$ cat src/sv/fsts_pkg.sv
`timescale 1ns / 1ps
// Package for the fair share tick scheduler: types, codes and weight table.
// No dependencies.
package fsts_pkg;

	localparam int VR_W = 48;
	localparam int WT_W = 17;
	localparam int WSUM_W = 25;
	localparam int SL_W = 26;
	localparam logic [VR_W-1:0] VR_MAX = {VR_W{1'b1}};

	localparam logic [1:0] ST_ADMIT = 2'd0;
	localparam logic [1:0] ST_FULL = 2'd1;
	localparam logic [1:0] ST_RAN = 2'd2;
	localparam logic [1:0] ST_IDLE = 2'd3;

	localparam logic [1:0] REG_LATENCY = 2'd0;
	localparam logic [1:0] REG_MIN_SLICE = 2'd1;
	localparam logic [1:0] REG_REF_WEIGHT = 2'd2;

	localparam logic [3:0] PRIO_MAX = 4'd9;

	function automatic logic [WT_W-1:0] prio_weight(input logic [3:0] p);
		logic [WT_W-1:0] w;
		case (p)
			4'd0: w = 17'd88761;
			4'd1: w = 17'd29154;
			4'd2: w = 17'd9548;
			4'd3: w = 17'd3121;
			4'd4: w = 17'd1024;
			4'd5: w = 17'd335;
			4'd6: w = 17'd110;
			4'd7: w = 17'd35;
			4'd8: w = 17'd10;
			default: w = 17'd2;
		endcase
		return w;
	endfunction

	typedef struct packed {
		logic scan_clr;
		logic scan_step;
		logic excl_run;
		logic div_start;
		logic div_slice;
		logic do_admit;
		logic do_select;
		logic do_run;
		logic do_finish;
		logic do_idle;
		logic do_full;
	} fsts_cmd_t;

	typedef struct packed {
		logic scan_last;
		logic div_done;
		logic running;
		logic table_full;
	} fsts_sts_t;

endpackage

$ cat src/sv/fsts_divider.sv
`timescale 1ns / 1ps
// Radix-2 restoring divider, one quotient bit per cycle.
// Depends on nothing.
module fsts_divider #(
	parameter int NUM_W = 48,
	parameter int DEN_W = 25
) (
	input  logic             clk,
	input  logic             arst_n,
	input  logic             start,
	input  logic [NUM_W-1:0] numer,
	input  logic [DEN_W-1:0] denom,
	output logic             done,
	output logic [NUM_W-1:0] quot
);
	localparam int CNT_W = $clog2(NUM_W + 1);
	logic [NUM_W-1:0] quot_q;
	logic [DEN_W:0] rem_q;
	logic [DEN_W-1:0] den_q;
	logic [CNT_W-1:0] cnt_q;
	logic busy_q;
	logic done_q;
	logic [DEN_W:0] trial;

	assign trial = {rem_q[DEN_W-1:0], quot_q[NUM_W-1]};

	always_ff @(posedge clk or negedge arst_n) begin
		if (!arst_n) begin
			busy_q <= 1'b0;
			cnt_q <= '0;
		end else if (start) begin
			busy_q <= 1'b1;
			cnt_q <= CNT_W'(NUM_W);
		end else if (busy_q) begin
			cnt_q <= cnt_q - 1'b1;
			if (cnt_q == CNT_W'(1)) busy_q <= 1'b0;
		end
	end

	always_ff @(posedge clk) begin
		if (start) begin
			quot_q <= numer;
			rem_q <= '0;
			den_q <= denom;
		end else if (busy_q) begin
			if (trial >= {1'b0, den_q}) begin
				rem_q <= trial - {1'b0, den_q};
				quot_q <= {quot_q[NUM_W-2:0], 1'b1};
			end else begin
				rem_q <= trial;
				quot_q <= {quot_q[NUM_W-2:0], 1'b0};
			end
		end
	end

	// one-cycle pulse once the last quotient bit is in
	always_ff @(posedge clk or negedge arst_n) begin
		if (!arst_n) done_q <= 1'b0;
		else done_q <= busy_q && !start && (cnt_q == CNT_W'(1));
	end
	assign done = done_q;
	assign quot = quot_q;
endmodule

$ cat src/sv/fsts_ctrl.sv
`timescale 1ns / 1ps
// Controller state machine for the tick scheduler.
// Depends on fsts_pkg.
module fsts_ctrl (
	input  logic               clk,
	input  logic               arst_n,
	input  logic               in_go,
	input  logic               in_mode,
	input  logic               out_free,
	input  fsts_pkg::fsts_sts_t sts,
	output fsts_pkg::fsts_cmd_t cmd,
	output logic               busy
);
	typedef enum logic [9:0] {
		S_IDLE = 10'b0000000001,
		S_ASCAN = 10'b0000000010,
		S_ADMIT = 10'b0000000100,
		S_TSCAN = 10'b0000001000,
		S_SLDIV = 10'b0000010000,
		S_VDIV = 10'b0000100000,
		S_RUN = 10'b0001000000,
		S_ESCAN = 10'b0010000000,
		S_FIN = 10'b0100000000,
		S_WAIT = 10'b1000000000
	} state_t;

	state_t state_q, state_d;
	logic sel_q, sel_d;

	always_comb begin
		state_d = state_q;
		sel_d = sel_q;
		cmd = '0;
		case (state_q)
			S_IDLE: begin
				if (in_go) begin
					cmd.scan_clr = 1'b1;
					sel_d = 1'b0;
					if (!in_mode) state_d = S_ASCAN;
					else if (sts.running) begin
						cmd.div_start = 1'b1;
						state_d = S_VDIV;
					end else state_d = S_TSCAN;
				end
			end
			S_ASCAN: begin
				cmd.scan_step = 1'b1;
				cmd.excl_run = 1'b1;
				if (sts.scan_last) state_d = S_ADMIT;
			end
			S_ADMIT: begin
				if (sts.table_full) cmd.do_full = 1'b1;
				else cmd.do_admit = 1'b1;
				state_d = S_WAIT;
			end
			S_TSCAN: begin
				cmd.scan_step = 1'b1;
				cmd.excl_run = 1'b1;
				if (sts.scan_last) begin
					cmd.do_select = 1'b1;
					state_d = S_SLDIV;
				end
			end
			S_SLDIV: begin
				if (!sts.running) begin
					cmd.do_idle = 1'b1;
					state_d = S_WAIT;
				end else if (!sel_q) begin
					cmd.div_start = 1'b1;
					cmd.div_slice = 1'b1;
					sel_d = 1'b1;
				end else if (sts.div_done) begin
					cmd.div_slice = 1'b1;
					cmd.div_start = 1'b1;
					state_d = S_VDIV;
				end else cmd.div_slice = 1'b1;
			end
			S_VDIV: begin
				if (sts.div_done) state_d = S_RUN;
			end
			S_RUN: begin
				cmd.do_run = 1'b1;
				cmd.scan_clr = 1'b1;
				state_d = S_ESCAN;
			end
			S_ESCAN: begin
				cmd.scan_step = 1'b1;
				cmd.excl_run = 1'b1;
				if (sts.scan_last) state_d = S_FIN;
			end
			S_FIN: begin
				cmd.do_finish = 1'b1;
				state_d = S_WAIT;
			end
			S_WAIT: begin
				if (out_free) state_d = S_IDLE;
			end
			default: state_d = S_IDLE;
		endcase
	end

	always_ff @(posedge clk or negedge arst_n) begin
		if (!arst_n) begin
			state_q <= S_IDLE;
			sel_q <= 1'b0;
		end else begin
			state_q <= state_d;
			sel_q <= sel_d;
		end
	end

	assign busy = (state_q != S_IDLE);

	a_onehot: assert property (@(posedge clk) disable iff (!arst_n) $onehot(state_q))
		else $error("state not one-hot");
	a_go_idle: assert property (@(posedge clk) disable iff (!arst_n)
		in_go |-> state_q == S_IDLE) else $error("item taken while busy");
	a_one_op: assert property (@(posedge clk) disable iff (!arst_n)
		$onehot0({cmd.do_admit, cmd.do_full, cmd.do_idle, cmd.do_finish}))
		else $error("conflicting result commands");
endmodule

$ cat src/sv/fsts_datapath.sv
`timescale 1ns / 1ps
// Datapath for the tick scheduler: slot table, min scan, shared divider, results.
// Depends on fsts_pkg and fsts_divider.
module fsts_datapath #(
	parameter int MAX_TASKS = 16
) (
	input  logic               clk,
	input  logic               arst_n,
	input  logic               in_go,
	input  logic [7:0]         in_id,
	input  logic [3:0]         in_prio,
	input  logic [15:0]        in_burst,
	input  logic [15:0]        latency,
	input  logic [15:0]        min_slice,
	input  logic [15:0]        ref_wt,
	input  fsts_pkg::fsts_cmd_t cmd,
	output fsts_pkg::fsts_sts_t sts,
	output logic               res_load,
	output logic [1:0]         res_status,
	output logic [7:0]         res_id,
	output logic               res_first,
	output logic               res_done,
	output logic               res_pre,
	output logic [31:0]        res_time,
	output logic [47:0]        res_vr
);
	localparam int IX_W = (MAX_TASKS > 1) ? $clog2(MAX_TASKS) : 1;
	localparam int VR_W = fsts_pkg::VR_W;
	localparam int WT_W = fsts_pkg::WT_W;
	localparam int WS_W = fsts_pkg::WSUM_W;
	localparam int SL_W = fsts_pkg::SL_W;

	logic [MAX_TASKS-1:0] valid_q;
	logic [7:0] ident_q [MAX_TASKS];
	logic [WT_W-1:0] weight_q [MAX_TASKS];
	logic [15:0] remain_q [MAX_TASKS];
	logic [VR_W-1:0] vr_q [MAX_TASKS];
	logic started_q [MAX_TASKS];

	logic [7:0] id_q;
	logic [3:0] prio_q;
	logic [15:0] burst_q;
	logic [IX_W-1:0] run_slot_q;
	logic run_valid_q;
	logic [SL_W-1:0] slice_q;
	logic [WS_W-1:0] wsum_q;
	logic [31:0] time_q;

	logic [IX_W:0] scan_q;
	logic best_ok_q;
	logic [IX_W-1:0] best_q;
	logic [VR_W-1:0] best_vr_q;
	logic [7:0] best_id_q;
	logic [IX_W-1:0] sidx;
	logic cand, better;

	assign sidx = scan_q[IX_W-1:0];
	assign cand = valid_q[sidx] && !(cmd.excl_run && run_valid_q && sidx == run_slot_q);
	assign better = !best_ok_q || vr_q[sidx] < best_vr_q ||
		(vr_q[sidx] == best_vr_q && ident_q[sidx] < best_id_q);

	always_ff @(posedge clk or negedge arst_n) begin
		if (!arst_n) begin
			scan_q <= '0;
			best_ok_q <= 1'b0;
		end else if (cmd.scan_clr) begin
			scan_q <= '0;
			best_ok_q <= 1'b0;
		end else if (cmd.scan_step) begin
			scan_q <= scan_q + 1'b1;
			if (cand && better) best_ok_q <= 1'b1;
		end
	end
	always_ff @(posedge clk) begin
		if (cmd.scan_step && cand && better) begin
			best_q <= sidx;
			best_vr_q <= vr_q[sidx];
			best_id_q <= ident_q[sidx];
		end
	end
	assign sts.scan_last = cmd.scan_step && (scan_q == (IX_W+1)'(MAX_TASKS - 1));

	logic full;
	logic [IX_W-1:0] free_ix;
	always_comb begin
		full = 1'b1;
		free_ix = '0;
		for (int i = MAX_TASKS - 1; i >= 0; i--) begin
			if (!valid_q[i]) begin
				full = 1'b0;
				free_ix = IX_W'(i);
			end
		end
	end
	assign sts.table_full = full;
	assign sts.running = run_valid_q;

	// shared divider: slice numerator or vruntime delta
	logic div_done;
	logic [47:0] div_quot;
	logic [47:0] numer;
	logic [WS_W-1:0] denom;
	logic [IX_W-1:0] rs;
	logic [WT_W-1:0] rw;
	logic [32:0] sl_prod;
	assign rs = run_slot_q;
	assign rw = weight_q[rs];
	assign sl_prod = 33'(latency) * 33'(rw);
	always_comb begin
		if (cmd.div_slice && !div_done) begin
			numer = {7'd0, sl_prod, 8'd0};
			denom = (wsum_q == '0) ? WS_W'(1) : wsum_q;
		end else begin
			numer = {16'd0, ref_wt, 16'd0};
			denom = (rw == '0) ? WS_W'(1) : WS_W'(rw);
		end
	end

	fsts_divider #(.NUM_W(48), .DEN_W(WS_W)) u_div (
		.clk(clk), .arst_n(arst_n), .start(cmd.div_start),
		.numer(numer), .denom(denom), .done(div_done), .quot(div_quot));

	assign sts.div_done = div_done;

	logic [SL_W-1:0] floor_sl, lat_sl;
	assign floor_sl = SL_W'({min_slice, 8'd0});
	assign lat_sl = SL_W'({latency, 8'd0});

	logic [VR_W:0] vsum;
	logic [VR_W-1:0] new_vr;
	assign vsum = {1'b0, vr_q[rs]} + {1'b0, div_quot};
	assign new_vr = vsum[VR_W] ? fsts_pkg::VR_MAX : vsum[VR_W-1:0];

	logic [WT_W-1:0] aw;
	assign aw = fsts_pkg::prio_weight((prio_q > fsts_pkg::PRIO_MAX) ? fsts_pkg::PRIO_MAX
		: prio_q);

	always_ff @(posedge clk) begin
		if (in_go) begin
			id_q <= in_id;
			prio_q <= in_prio;
			burst_q <= in_burst;
		end
		if (cmd.do_admit) begin
			ident_q[free_ix] <= id_q;
			weight_q[free_ix] <= aw;
			remain_q[free_ix] <= (burst_q == '0) ? 16'd1 : burst_q;
			vr_q[free_ix] <= best_ok_q ? best_vr_q : (run_valid_q ? vr_q[rs] : '0);
			started_q[free_ix] <= 1'b0;
		end
		if (cmd.do_run) begin
			started_q[rs] <= 1'b1;
			remain_q[rs] <= remain_q[rs] - 1'b1;
			vr_q[rs] <= new_vr;
		end
	end

	logic first_q, expired_q;

	always_ff @(posedge clk or negedge arst_n) begin
		if (!arst_n) begin
			valid_q <= '0;
			run_slot_q <= '0;
			run_valid_q <= 1'b0;
			slice_q <= '0;
			wsum_q <= '0;
			time_q <= '0;
			first_q <= 1'b0;
			expired_q <= 1'b0;
		end else begin
			if (cmd.do_admit) begin
				valid_q[free_ix] <= 1'b1;
				wsum_q <= wsum_q + WS_W'(aw);
			end
			if (cmd.do_select && (best_ok_q || (cand && better))) begin
				run_valid_q <= 1'b1;
				run_slot_q <= (cand && better) ? sidx : best_q;
			end
			if (cmd.div_slice && cmd.div_start && div_done)
				slice_q <= (SL_W'(div_quot) < floor_sl || div_quot[47:SL_W] != '0)
					? ((div_quot[47:SL_W] != '0) ? SL_W'(div_quot) : floor_sl)
					: SL_W'(div_quot);
			if (cmd.do_idle) time_q <= time_q + 1'b1;
			if (cmd.do_run) begin
				time_q <= time_q + 1'b1;
				first_q <= !started_q[rs];
				expired_q <= slice_q <= SL_W'(256);
				slice_q <= (slice_q <= SL_W'(256)) ? '0 : slice_q - SL_W'(256);
			end
			if (cmd.do_finish) begin
				if (remain_q[rs] == '0) begin
					valid_q[rs] <= 1'b0;
					wsum_q <= wsum_q - WS_W'(rw);
					run_valid_q <= 1'b0;
					slice_q <= '0;
				end else if (expired_q) begin
					if (best_ok_q && best_vr_q < vr_q[rs]) run_valid_q <= 1'b0;
					else if (best_ok_q) slice_q <= floor_sl;
					else slice_q <= lat_sl;
				end
			end
		end
	end

	always_comb begin
		res_load = cmd.do_admit || cmd.do_full || cmd.do_idle || cmd.do_finish;
		res_status = fsts_pkg::ST_IDLE;
		res_id = '0;
		res_first = 1'b0;
		res_done = 1'b0;
		res_pre = 1'b0;
		res_time = time_q;
		res_vr = '0;
		if (cmd.do_admit) begin
			res_status = fsts_pkg::ST_ADMIT;
			res_id = id_q;
			res_vr = best_ok_q ? best_vr_q : (run_valid_q ? vr_q[rs] : '0);
		end else if (cmd.do_full) begin
			res_status = fsts_pkg::ST_FULL;
			res_id = id_q;
		end else if (cmd.do_idle) begin
			res_time = time_q + 1'b1;
		end else if (cmd.do_finish) begin
			res_status = fsts_pkg::ST_RAN;
			res_id = ident_q[rs];
			res_first = first_q;
			res_done = (remain_q[rs] == '0);
			res_pre = (remain_q[rs] != '0) && expired_q && best_ok_q &&
				(best_vr_q < vr_q[rs]);
			res_vr = vr_q[rs];
		end
	end

	a_wsum: assert property (@(posedge clk) disable iff (!arst_n)
		cmd.do_admit |=> wsum_q != '0) else $error("weight sum lost");
	a_run_valid: assert property (@(posedge clk) disable iff (!arst_n)
		cmd.do_run |-> run_valid_q && valid_q[rs]) else $error("running empty slot");
	a_time: assert property (@(posedge clk) disable iff (!arst_n)
		cmd.do_full |=> $stable(time_q)) else $error("time moved on reject");
endmodule

$ cat src/sv/fair_share_tick_scheduler_unit.sv
`timescale 1ns / 1ps
// Fair share tick scheduler. Depends on fsts_pkg, fsts_ctrl, fsts_datapath.
// Admit: a slot scan, then the result. Tick: when a task runs on, a vruntime division,
// the run and a slot scan; when one is picked, a slot scan and the slice and vruntime
// divisions first; when idle, a slot scan only; all on one shared 48-step restoring divider.
// One item at a time; a result waits in an output register, and the next input
// beat is taken in the cycle after the result beat at the earliest.
// Reset clears all control state and the slot valid bits; no clearing pass.
module fair_share_tick_scheduler_unit #(
	parameter int MAX_TASKS = 16
) (
	input  logic        clk,
	input  logic        arst_n,
	input  logic        in_valid,
	output logic        in_ready,
	input  logic        mode,
	input  logic [7:0]  task_id,
	input  logic [3:0]  priority_req,
	input  logic [15:0] burst,
	output logic        out_valid,
	input  logic        out_ready,
	output logic [1:0]  status,
	output logic [7:0]  run_id,
	output logic        first_run,
	output logic        completed,
	output logic        preempted,
	output logic [31:0] tick_time,
	output logic [47:0] run_vruntime,
	input  logic        cfg_valid,
	output logic        cfg_ready,
	input  logic [1:0]  cfg_index,
	input  logic [15:0] cfg_data
);
	logic [15:0] latency_q, min_slice_q, ref_wt_q;
	fsts_pkg::fsts_cmd_t cmd;
	fsts_pkg::fsts_sts_t sts;
	logic busy, in_go, res_load;
	logic [1:0] r_status;
	logic [7:0] r_id;
	logic r_first, r_done, r_pre;
	logic [31:0] r_time;
	logic [47:0] r_vr;

	assign cfg_ready = 1'b1;
	always_ff @(posedge clk or negedge arst_n) begin
		if (!arst_n) begin
			latency_q <= 16'd20;
			min_slice_q <= 16'd4;
			ref_wt_q <= 16'd1024;
		end else if (cfg_valid) begin
			case (cfg_index)
				fsts_pkg::REG_LATENCY: latency_q <= cfg_data;
				fsts_pkg::REG_MIN_SLICE: min_slice_q <= cfg_data;
				fsts_pkg::REG_REF_WEIGHT: ref_wt_q <= cfg_data;
				default: ;
			endcase
		end
	end

	assign in_ready = !busy;
	assign in_go = in_valid && in_ready;

	fsts_ctrl u_ctrl (
		.clk(clk), .arst_n(arst_n), .in_go(in_go), .in_mode(mode),
		.out_free(!out_valid || out_ready), .sts(sts), .cmd(cmd), .busy(busy));

	fsts_datapath #(.MAX_TASKS(MAX_TASKS)) u_dp (
		.clk(clk), .arst_n(arst_n), .in_go(in_go), .in_id(task_id),
		.in_prio(priority_req), .in_burst(burst), .latency(latency_q),
		.min_slice(min_slice_q), .ref_wt(ref_wt_q), .cmd(cmd), .sts(sts),
		.res_load(res_load), .res_status(r_status), .res_id(r_id),
		.res_first(r_first), .res_done(r_done), .res_pre(r_pre),
		.res_time(r_time), .res_vr(r_vr));

	always_ff @(posedge clk or negedge arst_n) begin
		if (!arst_n) out_valid <= 1'b0;
		else if (res_load) out_valid <= 1'b1;
		else if (out_ready) out_valid <= 1'b0;
	end
	always_ff @(posedge clk) begin
		if (res_load) begin
			status <= r_status;
			run_id <= r_id;
			first_run <= r_first;
			completed <= r_done;
			preempted <= r_pre;
			tick_time <= r_time;
			run_vruntime <= r_vr;
		end
	end
endmodule
$ cat config.mk
export PLATFORM = sky130hd
export DESIGN_NAME = fair_share_tick_scheduler_unit
export DESIGN_NICKNAME = d
export VERILOG_FILES = /design/src/sv/fsts_pkg.sv /design/src/sv/fsts_divider.sv /design/src/sv/fsts_ctrl.sv /design/src/sv/fsts_datapath.sv /design/src/sv/fair_share_tick_scheduler_unit.sv
export SDC_FILE = /design/constraint.sdc
export NUM_CORES = 2
export LEC_CHECK = 0
export BUFFER_PORTS_ARGS = -buffer_cell sky130_fd_sc_hd__buf_2
export CAP_MARGIN = 40
export CORE_ASPECT_RATIO = 0.5
export CORE_MARGIN = 2
export CORE_UTILIZATION = 50
export CTS_CLUSTER_SIZE = 14
export DETAILED_ROUTE_END_ITERATION = 6
export PLACE_DENSITY_LB_ADDON = 0.25
export SYNTH_ARGS = -nofsm -noshare
export SYNTH_HDL_FRONTEND = slang
export SYNTH_SLANG_ARGS = --single-unit
export TNS_END_PERCENT = 5
$ cat constraint.sdc
create_clock -name clk -period 19.1 [get_ports clk]
set_input_delay 1.91 -clock clk [delete_from_list [all_inputs] [get_ports clk]]
set_output_delay 1.91 -clock clk [all_outputs]
set_load 0.02 [all_outputs]
==> reports/metrics.csv <==
metric,value,unit
Layout Nets,7054,
initial antenna violation count,19,
crit start category,flop,
CP arrival,10.16,ns
Gate Count Post-Synth,6236,
Max Freq,0.1037,GHz
GPL Wtd Cong,0.9470,
Residual DRC,1,
"EDFF count, synth",1614,
P per Cell Area,141.7,nW/um2
PostCTS Resize Cnt,0,
Final Cell Area,105400,um2
Crit path max-delay family,adder cells,
Antenna Nets Post-Route,0,
post-synth top area share,51.05,%
area taken by multi-input logic gates,38820,um2
Yosys reg bits,1819,
pre-CTS WS,9.421,ns
clk buf depth,4,
worst slew pin tran,1.097,ns
Final period util,50.49,%
CTS tree,done,
Slew headroom,26.85,%
Ports,148,
first-pass GRT wire length,387400,um
CP Class,reg2reg,
Worst EP required,19.62,ns
Port Buf Inserts,146,
area of placed instances,100100,um2
RSZ-0062 raised after global routing,false,
clock sinks,1819,
# rows,113,
1st-pass router iterations,7,
Layout area overhead,10.98,%
Starting Density,50.15,%
CORE AREA,189300,um2
Setup Viol. Count Final,0,
mapped cell area,94940,um2
die height,312.1,um
Worst path max stage delay,0.87,ns
final clock skew,0.1066,ns
"Net Count, Synth",6830,
post-synth top area cell,edfxtp_1,
WL final,260200,um
Synth Warn #,0,
total number of vias,58440,
Vias/cell,6.421,
First DRT Iteration DRCs,7241,
GRT Residual Overflow,0,
GRT Total Usage,27.03,%
fill cell count,14540,
Final Hold Fails,0,
max_cap viols,0,
Final Max Tran Viols,0,
async set or reset register ratio after synthesis,9.896,%
cell at the slowest stage of the critical path,dfrtp_4,
synth unique cells,77,
worst skew pair latency,0.88,ns
DR WL/cell,28.59,um
number of global-route vias before repair,59000,
min-delay worst type,reg2reg,
Tmin final,9.644,ns
clk slew on worst S/H paths,0.06,ns
status,finished with violations,
largest net degree at the start of global routing,148,
syn avg cell area,15.22,um2
final setup TNS,0,ns
CTS buffer count,171,
register area share after synthesis,56.33,%
Static Leak,37.44,nW
dominant synthesized flop cell,edfxtp_1,
# Post-CTS Setup Buffers,0,
crit-path max FO,102,
total die area,193600,um2
Crit. End Element,flop,
htree depth,4,
failing checks,design-rule violations,
Final WS setup,9.456,ns
fraction of layout cells with a size suffix above 1,21.67,%
CP Buf/Inv Count,6,
Final HPWL DP,166700,um
Die Wd,620.2,um
FF+latch area,53510,um2
CTS Hold Bufs,0,
CTS root buf,clkbuf_16,
Synth area leaders,"edfxtp_1 51%, mux4_2 17%, dfrtp_1 4.6%",
hold slack final,0.4896,ns
CP most frequent cell,fa_1,
Worst IR Drop VDD,0.2754,mV
[through the flow]
| step | power (mW) | utilization [%] | std cells |
|---|---|---|---|
| finish | 14.93 | 55.66 | 9101 |
| global route | 15.93 | 55.65 | 9100 |
| detailed placement | 11.60 | 52.85 | 8784 |
| CTS | 14.89 | 55.52 | 9063 |
| global placement | 11.42 | 52.16 | 8702 |
| floorplan | 9.833 | - | 6236 |
[worst register-to-register path, stage by stage, from the launching register on]
cell and delay [ns]:
dfrtp_4 0.87, buf_12 0.61, mux4_2 0.64, mux4_2 0.75, and2_1 0.30, fa_1 0.48
inv_1 0.06, fa_1 0.50, fa_1 0.52, inv_1 0.05, fa_1 0.47, fa_1 0.55
inv_1 0.06, fa_1 0.53, inv_1 0.05, ha_1 0.37, a21oi_1 0.19, nor2b_1 0.07
o31ai_1 0.22, o311ai_0 0.21, buf_2 0.20, o31a_1 0.35, a211oi_1 0.29, o21ai_0 0.15
a41o_1 0.27, o41a_1 0.33, xnor2_1 0.17, o21ai_0 0.09
[layout make-up]
cell class | count | share of cell area, %
repair buffers | 360 | 2.928
well taps | 2530 | 3.004
flip-flops and latches | 1819 | 50.79
multi-input cells | 3649 | 36.84
diodes | 5 | 0.01187
clock inverters | 64 | 0.4702
clock buffers | 215 | 4.318
inverters | 459 | 1.638
[logic make-up after synthesis]
kind of cell	synth area share [%]
muxes	17.82
adders and majority gates	8.701
AOI/OAI and AO/OA	6.007
DFF	56.33
xor gates and xnor gates	1.956
buffers and inverters	3.138
and+or+nand+nor	6.048
other	0.003950
[where the power goes]
part	internal, mW	switching [mW]
Sequential	4.76	0.377
Clock	1.77	1.48
Combinational	2.77	3.77
Total	9.30	5.63
[cells in the final DEF, fill, tap and decap left out, drive strengths merged, types with 103 or more instances in the layout]
| cell type | synthesis | final |
|---|---|---|
| a21oi | 245 | 245 |
| xnor2 | 109 | 109 |
| mux4 | 710 | 710 |
| nor2 | 298 | 298 |
| nand2 | 370 | 370 |
| clkbuf | 222 | 216 |
| buf | 87 | 358 |
| o21ai | 195 | 195 |
| and2 | 139 | 139 |
| ha | 345 | 345 |
| edfxtp | 1614 | 1614 |
| fa | 197 | 197 |
| xor2 | 103 | 103 |
| inv | 457 | 462 |
| dfrtp | 175 | 175 |
[registers in the layout, summed over array words and instances (netlist names), 48 cells and up]
register,flops
run_vruntime,48
u_dp.best_vr_q,48
u_dp.ident_q,128
u_dp.remain_q,256
u_dp.u_div.quot,48
u_dp.vr_q,768
u_dp.weight_q,192
[routing by layer]
layer,vias up,share of wire [%],GRT usage (%)
met5,-,0.0050,0
met1,30230,40,38.43
met3,510,11,5.839
met4,2,3.2,8.005
li1,24570,-,-
met2,3132,47,42.29
[cell usage after synthesis (all sizes together), types with 34 or more instances]
| cell type | instances |
|---|---|
| xnor2 | 109 |
| a21oi | 245 |
| nand4 | 44 |
| nor3 | 62 |
| xor2 | 103 |
| dfrtp | 175 |
| mux4 | 710 |
| nor2 | 298 |
| o22ai | 53 |
| a211oi | 42 |
| o21ai | 195 |
| nand2 | 370 |
| a21o | 95 |
| fa | 197 |
| edfxtp | 1614 |
| inv | 457 |
| nor4 | 34 |
| mux2 | 53 |
| clkbuf | 222 |
| nand2b | 38 |
| nand3 | 65 |
| and2 | 139 |
| a22oi | 102 |
| buf | 87 |
| nor2b | 45 |
| ha | 345 |
[worst paths after layout]
kind	start	end	slack, ns	cells after the start
max in group asynchronous	arst_n	u_dp.best_ok_q$_DFFE_PN0P_	15.94	3
worst max register to register	u_dp.rs[0]$_DFFE_PN0P_	u_dp.u_div.quot[40]$_DFFE_PP_	9.46	27
worst max-delay path	u_dp.rs[0]$_DFFE_PN0P_	u_dp.u_div.quot[40]$_DFFE_PP_	9.46	27
min in group asynchronous	arst_n	u_dp.wsum_q[23]$_DFF_PN0_	1.20	1
worst min-delay path	u_dp.u_div.rem_q[23]$_SDFFE_PP0P_	u_dp.u_div.rem_q[23]$_SDFFE_PP0P_	0.49	2
worst min register to register	u_dp.u_div.rem_q[23]$_SDFFE_PP0P_	u_dp.u_div.rem_q[23]$_SDFFE_PP0P_	0.49	2
Power figures use the tool's default switching activity.
